--- src/rtl/mmc3_pkg.sv ---
// Types, codes and constants shared by the bank mapper modules.
`default_nettype none

package mmc3_pkg;

  localparam int unsigned PrgMaskW = 6;
  localparam int unsigned ChrMaskW = 8;
  localparam int unsigned MapAddrW = 19;

  // Item kinds.
  localparam logic [1:0] KIND_READ  = 2'd0;
  localparam logic [1:0] KIND_WRITE = 2'd1;
  localparam logic [1:0] KIND_TICK  = 2'd2;

  // Result regions.
  localparam logic [2:0] REGION_CHR  = 3'd0;
  localparam logic [2:0] REGION_NT   = 3'd1;
  localparam logic [2:0] REGION_WRAM = 3'd2;
  localparam logic [2:0] REGION_PRG  = 3'd3;
  localparam logic [2:0] REGION_NONE = 3'd4;

  // Mirroring codes.
  localparam logic [1:0] MIRROR_VERTICAL   = 2'd0;
  localparam logic [1:0] MIRROR_HORIZONTAL = 2'd1;
  localparam logic [1:0] MIRROR_FOUR       = 2'd2;

  // Configuration register indexes.
  localparam logic [1:0] CFG_PRG_MASK    = 2'd0;
  localparam logic [1:0] CFG_CHR_MASK    = 2'd1;
  localparam logic [1:0] CFG_FOUR_SCREEN = 2'd2;

  typedef struct packed {
    logic [1:0]  kind;
    logic [15:0] address;
    logic [7:0]  write_data;
  } in_item_t;

  typedef struct packed {
    logic [2:0]          region;
    logic [MapAddrW-1:0] mapped_address;
    logic [1:0]          mirroring;
    logic                irq_fire;
  } out_item_t;

  // Bank state that the address mapping looks at.
  typedef struct packed {
    logic [PrgMaskW-1:0] prg_bank_mask;
    logic [ChrMaskW-1:0] chr_bank_mask;
    logic [7:0][7:0]     bank_numbers;
    logic                prg_mode;
    logic                chr_invert;
    logic                mapping_live;
  } map_state_t;

endpackage

`default_nettype wire

--- src/rtl/mmc3_regs.sv ---
// Mapper register file, configuration registers and scanline IRQ counter.
`default_nettype none

module mmc3_regs (
  input  logic                  clk_i,
  input  logic                  rst_ni,
  input  logic                  cfg_valid_i,
  input  logic [1:0]            cfg_index_i,
  input  logic [7:0]            cfg_data_i,
  input  mmc3_pkg::in_item_t    item_i,
  input  logic                  advance_i,
  output mmc3_pkg::map_state_t  state_o,
  output logic [1:0]            mirroring_o,
  output logic                  irq_fire_o
);
  import mmc3_pkg::*;

  // Register groups selected by address bits 14:13.
  localparam logic [1:0] SEL_BANK   = 2'd0;
  localparam logic [1:0] SEL_MIRROR = 2'd1;
  localparam logic [1:0] SEL_IRQ    = 2'd2;
  localparam logic [1:0] SEL_ENABLE = 2'd3;

  logic [PrgMaskW-1:0] prg_mask_q;
  logic [ChrMaskW-1:0] chr_mask_q;
  logic                four_screen_q;

  logic [2:0]      bank_index_q, bank_index_d;
  logic            prg_mode_q, prg_mode_d;
  logic            chr_invert_q, chr_invert_d;
  logic [7:0][7:0] bank_q, bank_d;
  logic            live_q, live_d;
  logic            horiz_q, horiz_d;
  logic [7:0]      latch_q, latch_d;
  logic [7:0]      count_q, count_d;
  logic            reload_q, reload_d;
  logic            irq_on_q, irq_on_d;

  logic       reg_write;
  logic       tick;
  logic       odd;
  logic       reload_now;
  logic [7:0] count_dec;

  assign reg_write  = (item_i.kind == KIND_WRITE) && item_i.address[15];
  assign tick       = (item_i.kind == KIND_TICK);
  assign odd        = item_i.address[0];
  assign reload_now = (count_q == 8'd0) || reload_q;
  assign count_dec  = count_q - 8'd1;

  always_comb begin
    bank_index_d = bank_index_q;
    prg_mode_d   = prg_mode_q;
    chr_invert_d = chr_invert_q;
    bank_d       = bank_q;
    live_d       = live_q;
    horiz_d      = horiz_q;
    latch_d      = latch_q;
    count_d      = count_q;
    reload_d     = reload_q;
    irq_on_d     = irq_on_q;
    if (reg_write) begin
      unique case (item_i.address[14:13])
        SEL_BANK: begin
          if (odd) begin
            bank_d[bank_index_q] = item_i.write_data;
            live_d               = 1'b1;
          end else begin
            bank_index_d = item_i.write_data[2:0];
            prg_mode_d   = item_i.write_data[6];
            chr_invert_d = item_i.write_data[7];
          end
        end
        SEL_MIRROR: begin
          if (!odd) begin
            horiz_d = item_i.write_data[0];
          end
        end
        SEL_IRQ: begin
          if (odd) begin
            count_d  = 8'd0;
            reload_d = 1'b1;
          end else begin
            latch_d = item_i.write_data;
          end
        end
        SEL_ENABLE: begin
          irq_on_d = odd;
        end
        default: begin
        end
      endcase
    end else if (tick) begin
      if (reload_now) begin
        count_d  = latch_q;
        reload_d = 1'b0;
      end else begin
        count_d = count_dec;
      end
    end
  end

  // The interrupt is raised when the counter decrements onto zero.
  assign irq_fire_o  = tick && !reload_now && (count_dec == 8'd0) && irq_on_q;
  assign mirroring_o = four_screen_q ? MIRROR_FOUR
                     : (horiz_d ? MIRROR_HORIZONTAL : MIRROR_VERTICAL);

  always_ff @(posedge clk_i or negedge rst_ni) begin
    if (!rst_ni) begin
      prg_mask_q    <= '1;
      chr_mask_q    <= '1;
      four_screen_q <= 1'b0;
    end else if (cfg_valid_i) begin
      unique case (cfg_index_i)
        CFG_PRG_MASK:    prg_mask_q    <= cfg_data_i[PrgMaskW-1:0];
        CFG_CHR_MASK:    chr_mask_q    <= cfg_data_i;
        CFG_FOUR_SCREEN: four_screen_q <= cfg_data_i[0];
        default: begin
        end
      endcase
    end
  end

  always_ff @(posedge clk_i or negedge rst_ni) begin
    if (!rst_ni) begin
      bank_index_q <= '0;
      prg_mode_q   <= 1'b0;
      chr_invert_q <= 1'b0;
      bank_q       <= '0;
      live_q       <= 1'b0;
      horiz_q      <= 1'b0;
      latch_q      <= '0;
      count_q      <= '0;
      reload_q     <= 1'b0;
      irq_on_q     <= 1'b0;
    end else if (advance_i) begin
      bank_index_q <= bank_index_d;
      prg_mode_q   <= prg_mode_d;
      chr_invert_q <= chr_invert_d;
      bank_q       <= bank_d;
      live_q       <= live_d;
      horiz_q      <= horiz_d;
      latch_q      <= latch_d;
      count_q      <= count_d;
      reload_q     <= reload_d;
      irq_on_q     <= irq_on_d;
    end
  end

  assign state_o = '{prg_bank_mask: prg_mask_q,
                     chr_bank_mask: chr_mask_q,
                     bank_numbers:  bank_q,
                     prg_mode:      prg_mode_q,
                     chr_invert:    chr_invert_q,
                     mapping_live:  live_q};

endmodule

`default_nettype wire

--- src/rtl/mmc3_map.sv ---
// Address decode and bank mapping of one bus access.
`default_nettype none

module mmc3_map (
  input  mmc3_pkg::in_item_t   item_i,
  input  mmc3_pkg::map_state_t state_i,
  output logic [2:0]           region_o,
  output logic [18:0]          mapped_address_o
);
  import mmc3_pkg::*;

  logic [15:0]         addr;
  logic [2:0]          chr_slot;
  logic [2:0]          chr_sel;
  logic [2:0]          chr_idx;
  logic [7:0]          chr_raw;
  logic [7:0]          chr_last;
  logic [7:0]          chr_bank;
  logic [1:0]          prg_slot;
  logic [PrgMaskW-1:0] prg_last;
  logic [PrgMaskW-1:0] prg_second;
  logic [PrgMaskW-1:0] prg_bank;
  logic                in_chr, in_nt, in_wram, in_prg;

  assign addr     = item_i.address;
  assign chr_slot = addr[12:10];
  assign prg_slot = addr[14:13];

  // Pattern space: slots 0-3 use the 2 KB registers in pairs, 4-7 the 1 KB ones,
  // swapped as halves when the inversion bit is set.
  assign chr_sel  = chr_slot ^ {state_i.chr_invert, 2'b00};
  assign chr_idx  = chr_sel[2] ? (chr_sel - 3'd2) : {2'b00, chr_sel[1]};
  assign chr_raw  = state_i.bank_numbers[chr_idx];
  assign chr_last = state_i.chr_bank_mask;

  always_comb begin
    if (!state_i.mapping_live) begin
      chr_bank = ((chr_slot == 3'd0) || (chr_slot == 3'd3))
               ? ((chr_last - 8'd1) & chr_last) : chr_last;
    end else if (chr_sel[2]) begin
      chr_bank = chr_raw;
    end else begin
      chr_bank = {chr_raw[7:1], chr_sel[0]};
    end
    chr_bank = chr_bank & chr_last;
  end

  // Program space: the last window is fixed, the other fixed one swaps with
  // register 6 according to the program mode bit.
  assign prg_last   = state_i.prg_bank_mask;
  assign prg_second = (prg_last - 6'd1) & prg_last;

  always_comb begin
    if (prg_slot == 2'd3) begin
      prg_bank = prg_last;
    end else if (!state_i.mapping_live) begin
      prg_bank = (prg_slot == 2'd1) ? prg_last : prg_second;
    end else if (prg_slot == 2'd1) begin
      prg_bank = state_i.bank_numbers[7][PrgMaskW-1:0];
    end else if ((prg_slot == 2'd0) == !state_i.prg_mode) begin
      prg_bank = state_i.bank_numbers[6][PrgMaskW-1:0];
    end else begin
      prg_bank = prg_second;
    end
    prg_bank = prg_bank & prg_last;
  end

  assign in_chr  = (addr[15:13] == 3'b000);
  assign in_nt   = (addr[15:12] == 4'h2);
  assign in_wram = (addr[15:13] == 3'b011);
  assign in_prg  = addr[15];

  always_comb begin
    region_o         = REGION_NONE;
    mapped_address_o = '0;
    case (item_i.kind)
      KIND_READ: begin
        if (in_chr) begin
          region_o         = REGION_CHR;
          mapped_address_o = {1'b0, chr_bank, addr[9:0]};
        end else if (in_nt) begin
          region_o         = REGION_NT;
          mapped_address_o = {7'd0, addr[11:0]};
        end else if (in_wram) begin
          region_o         = REGION_WRAM;
          mapped_address_o = {6'd0, addr[12:0]};
        end else if (in_prg) begin
          region_o         = REGION_PRG;
          mapped_address_o = {prg_bank, addr[12:0]};
        end
      end
      KIND_WRITE: begin
        if (in_nt) begin
          region_o         = REGION_NT;
          mapped_address_o = {7'd0, addr[11:0]};
        end else if (in_wram) begin
          region_o         = REGION_WRAM;
          mapped_address_o = {6'd0, addr[12:0]};
        end
      end
      default: begin
      end
    endcase
  end

endmodule

`default_nettype wire

--- src/rtl/mmc3_bank_mapper_irq.sv ---
// Top level of the cartridge bank mapper with scanline interrupt counter.
//
// Usage: each input beat on in_* is one bus event: a read, a write or a
// scanline tick. Every beat yields exactly one result beat on out_*, in
// order, giving the target region, the byte offset inside it, the current
// mirroring and whether a tick raised the interrupt. Writes at $8000 and
// above program the mapper registers; their result reports no region.
// The cfg_* channel sets the bank masks and four-screen wiring; it is
// always ready and should only be written while no beats are in flight.
// The beat is taken into the input register at the accepting edge, and the
// mapping and register update load the result register from it when that
// register is free or emptying. Throughput is one beat per cycle while the
// receiver keeps up, set by the single pass between those two registers.
// When the receiver stalls, the result register holds and the input
// register keeps one further beat, after which in_ready_o drops until
// out_ready_i returns. Reset empties both registers, restores the masks to
// their full values and returns to the power-on mapping that uses the last
// banks until a bank number is written.
`default_nettype none

module mmc3_bank_mapper_irq (
  input  logic                clk_i,
  input  logic                rst_ni,
  input  logic                in_valid_i,
  output logic                in_ready_o,
  input  mmc3_pkg::in_item_t  in_data_i,
  output logic                out_valid_o,
  input  logic                out_ready_i,
  output mmc3_pkg::out_item_t out_data_o,
  input  logic                cfg_valid_i,
  output logic                cfg_ready_o,
  input  logic [1:0]          cfg_index_i,
  input  logic [7:0]          cfg_data_i
);
  import mmc3_pkg::*;

  logic       in_valid_q;
  in_item_t   in_item_q;
  logic       out_valid_q;
  out_item_t  out_item_q;
  out_item_t  out_item_d;
  logic       advance;
  map_state_t map_state;
  logic [1:0] mirroring;
  logic       irq_fire;
  logic [2:0] region;
  logic [18:0] mapped_address;

  // The held beat moves on whenever the result register is free or emptying.
  assign advance    = in_valid_q && (!out_valid_q || out_ready_i);
  assign in_ready_o = !in_valid_q || advance;
  assign cfg_ready_o = 1'b1;

  mmc3_regs u_regs (
    .clk_i       (clk_i),
    .rst_ni      (rst_ni),
    .cfg_valid_i (cfg_valid_i),
    .cfg_index_i (cfg_index_i),
    .cfg_data_i  (cfg_data_i),
    .item_i      (in_item_q),
    .advance_i   (advance),
    .state_o     (map_state),
    .mirroring_o (mirroring),
    .irq_fire_o  (irq_fire)
  );

  // Mapping sees the state as it stood before this beat's own write.
  mmc3_map u_map (
    .item_i           (in_item_q),
    .state_i          (map_state),
    .region_o         (region),
    .mapped_address_o (mapped_address)
  );

  assign out_item_d = '{region:         region,
                        mapped_address: mapped_address,
                        mirroring:      mirroring,
                        irq_fire:       irq_fire};

  always_ff @(posedge clk_i or negedge rst_ni) begin
    if (!rst_ni) begin
      in_valid_q  <= 1'b0;
      out_valid_q <= 1'b0;
    end else begin
      if (in_ready_o) begin
        in_valid_q <= in_valid_i;
      end
      if (advance) begin
        out_valid_q <= 1'b1;
      end else if (out_ready_i) begin
        out_valid_q <= 1'b0;
      end
    end
  end

  always_ff @(posedge clk_i) begin
    if (in_valid_i && in_ready_o) begin
      in_item_q <= in_data_i;
    end
    if (advance) begin
      out_item_q <= out_item_d;
    end
  end

  assign out_valid_o = out_valid_q;
  assign out_data_o  = out_item_q;

endmodule

`default_nettype wire

--- config.mk ---
export PLATFORM = sky130hd
export DESIGN_NAME = mmc3_bank_mapper_irq
export DESIGN_NICKNAME = d
export VERILOG_FILES = /design/src/rtl/mmc3_pkg.sv /design/src/rtl/mmc3_regs.sv /design/src/rtl/mmc3_map.sv /design/src/rtl/mmc3_bank_mapper_irq.sv
export SDC_FILE = /design/constraint.sdc
export NUM_CORES = 1
export LEC_CHECK = 0
export ABC_AREA = 1
export BUFFER_PORTS_ARGS = -buffer_cell sky130_fd_sc_hd__buf_4
export CELL_PAD_IN_SITES_DETAIL_PLACEMENT = 0
export CELL_PAD_IN_SITES_GLOBAL_PLACEMENT = 1
export CORE_MARGIN = 2
export CORE_UTILIZATION = 30
export CTS_CLUSTER_DIAMETER = 150
export DETAILED_ROUTE_END_ITERATION = 8
export PLACE_DENSITY_LB_ADDON = 0.1
export SETUP_SLACK_MARGIN = 0.3
export SLEW_MARGIN = 20
export SYNTH_ARGS = -nofsm -noshare
export SYNTH_HDL_FRONTEND = slang
export SYNTH_HIERARCHICAL = 1
export SYNTH_SLANG_ARGS = --single-unit
--- constraint.sdc ---
create_clock -name clk_i -period 5.65 [get_ports clk_i]
set_clock_uncertainty 0.05 [all_clocks]
set_input_delay 0.8475 -clock clk_i [delete_from_list [all_inputs] [get_ports clk_i]]
set_output_delay 0.8475 -clock clk_i [all_outputs]
set_load 0.01 [all_outputs]
==> metrics.md <==
| Metric | Value |
|---|---|
| Final WL | 19700 um |
| H-tree depth | 4 |
| CP Data Required Time | 5.78 ns |
| Sink Count | 153 |
| Post-Syn Instances | 833 |
| Syn avg cell area | 8.82 sq um |
| Crit path DAT | 2.68 ns |
| Max Cap Viol | 0 |
| Peak fanout along the critical path | 21 |
| Largest net degree at the start of global routing | 60 |
| First-pass GRT wire length | 31800 um |
| Post-CTS setup buffers | 0 |
| Clk_lat worst skew | 0.43 ns |
| Least-Margin Pin Slew | 0.918 ns |
| First-pass DRT Iterations | 4 |
| RSZ-0062 raised after global routing | false |
| Clock buffer count from CTS | 17 |
| Fin worst setup slack | 3.10 ns |
| WS Path Type | reg -> reg |
| HP Class | in -> async |
| DRC Markers | 0 |
| Clk slew on worst S/H paths | 0.07 ns |
| Net Count, Synth | 877 |
| Pwr dens | 350 mW/mm^2 |
| Vias | 5650 |
| Util after Layout | 35.7% |
| DR iter-0 viols | 387 |
| Ratio of cells with drive above 1 in the final layout | 17.6% |
| Die height | 160 um |
| Post-route minimum period | 2.55 ns |
| RePlAce Congestion | 0.800 |
| P_leak | 4.02 nW |
| Number of global-route vias before repair | 5723 |
| Fin. Hold Viols | 0 |
| Relative slew margins | 38.8% |
| Setup violators final | 0 |
| Die X | 160 um |
| DP Area | 0.00805 sq mm |
| VDD IR-drop max | 142 uV |
| Buffers added on ports | 67 |
| Gr usage total | 16.0% |
| Detailed placement HPWL | 13600 um |
| Fin nets | 939 |
| Clock power frac | 36.8% |
| Cts repair resizes | 0 |
| Status | finished, final reports clean |
| Rows | 57 |
| TritonCTS clock tree | built |
| Core ar. | 0.0242 sq mm |
| Initial Util | 30.4% |
| Ant diodes | 0 |
| Comb power frac | 18.4% |
| Initial antenna violation count | 0 |
| Boundary Pins | 69 |
| Die Footprint | 0.0258 sq mm |
| CP startpoint kind | flip-flop |
| Max Fclk | 0.393 GHz |
| Seq pwr share | 44.8% |
| P_int | 0.00209 W |
| WL/cell | 16.0 um |
| Post-Syn Area | 0.00735 sq mm |
| Synth warnings | 6 |
| Sw Pwr | 0.000926 W |
| CP Capture Type | flip-flop |
| Antenna Nets Post-Route | 0 |
| Final period utilization | 45.1% |
| Placement Setup Slack | 2.83 ns |
| Synth-to-Final Area Change | 17.4% |
| Hold_buf cts | 0 |
| Sw Ratio | 30.7% |
| Grt total ovfl | 0 |
| Root Buffer | clkbuf_16 |
| Final setup TNS | 0 ns |
| Fin. max-slew vios | 0 |
| Avg Vias per Cell | 4.59 |
| Final Instance Area | 0.00862 sq mm |
| CTS Buffer Depth | 2 |
| Layout fillers | 2538 |
-- path summary, 6_finish.rpt --
| check | startpoint | end | slack [ns] | depth (start not counted) |
|---|---|---|---|---|
| hold reg to reg | u_regs/state_o[38] | u_regs/state_o[38] | 0.43 | 2 |
| setup / recovery | in_item_q[18] | out_data_o[13] | 3.10 | 10 |
| setup reg to reg | in_item_q[18] | out_data_o[13] | 3.10 | 10 |
| min in group clk_i | u_regs/state_o[38] | u_regs/state_o[38] | 0.43 | 2 |
| max in group asynchronous | rst_ni | u_regs/state_o[27] | 3.93 | 2 |
| hold / removal | rst_ni | in_valid_q | 0.39 | 1 |
-- state kept, by name, summed over array words and instances (netlist names), 3 cells and up --
name	count
in_item_q	26
out_data_o	25
u_regs/bank_index_q	3
u_regs/chr_mask_q	8
u_regs/count_q	8
u_regs/latch_q	8
u_regs/prg_mask_q	6
u_regs/state_o	60
-- power groups by stage --
stage                     clock (W)  sequential [W]  combinational [W]
final                       0.00111         0.00135           0.000556
after global routing        0.00120         0.00137           0.000639
after CTS                   0.00115         0.00136           0.000566
after detailed placement          0         0.00138           0.000563
after global placement            0         0.00138           0.000563
after floorplan                   0         0.00135           0.000397
-- routing by layer --
| layer | GRT usage [%] | wire [um] | part of all wire (%) | vias to the layer above |
|---|---|---|---|---|
| met3 | 2.76 | 624 | 3.2 | 19 |
| met1 | 21.9 | 9350 | 47 | 2713 |
| met4 | 5.00 | 319 | 1.6 | 0 |
| met2 | 26.1 | 9400 | 48 | 97 |
| met5 | 0 | 0 | 0 | - |
| li1 | - | - | - | 2821 |
-- placed cells by master, fill, tap and decap left out, types with 4 or more instances in the layout --
cell / n
a21oi_1: 21
buf_4: 69
clkbuf_16: 18
clkinv_2: 4
dfrtp_1: 88
dfstp_2: 14
edfxtp_1: 51
inv_1: 92
inv_2: 5
inv_6: 4
nand2_1: 257
nand2_2: 9
nand2_4: 9
nand3_1: 64
nand4_1: 4
nor2_1: 55
o21ai_0: 38
o21ai_1: 53
o21ai_2: 8
o31ai_1: 4
-- worst max-delay path, cell delays in order (launching register included) --
cell,delay [ns]
edfxtp_1,0.48
inv_1,0.42
nand3_2,0.26
nand2_2,0.45
nand2_1,0.09
nand3_1,0.12
o211ai_1,0.14
nand2_1,0.09
nand2_1,0.05
nand3_1,0.08
nand2_1,0.06
-- per-stage QoR --
stage | power (W) | cells | hold WS (ns)
5_1_grt | 0.00321 | 1232 | 0.431
2_1_floorplan | 0.00175 | 833 | 0.391
4_1_cts | 0.00307 | 1232 | 0.403
3_5_place_dp | 0.00194 | 1200 | 0.418
6_report | 0.00302 | 1232 | 0.388
3_3_place_gp | 0.00194 | 1200 | 0.417
-- final cells by class --
class	count	area [sq um]	share of cell area, %
clock buffer	19	454	5.27
tap	324	405	4.70
inverter	97	364	4.22
timing repair buffer	69	518	6.01
clock inverter	13	114	1.32
multi-input combinational	557	2670	30.9
sequential	153	4100	47.6
(Power assumes the default switching activity.)
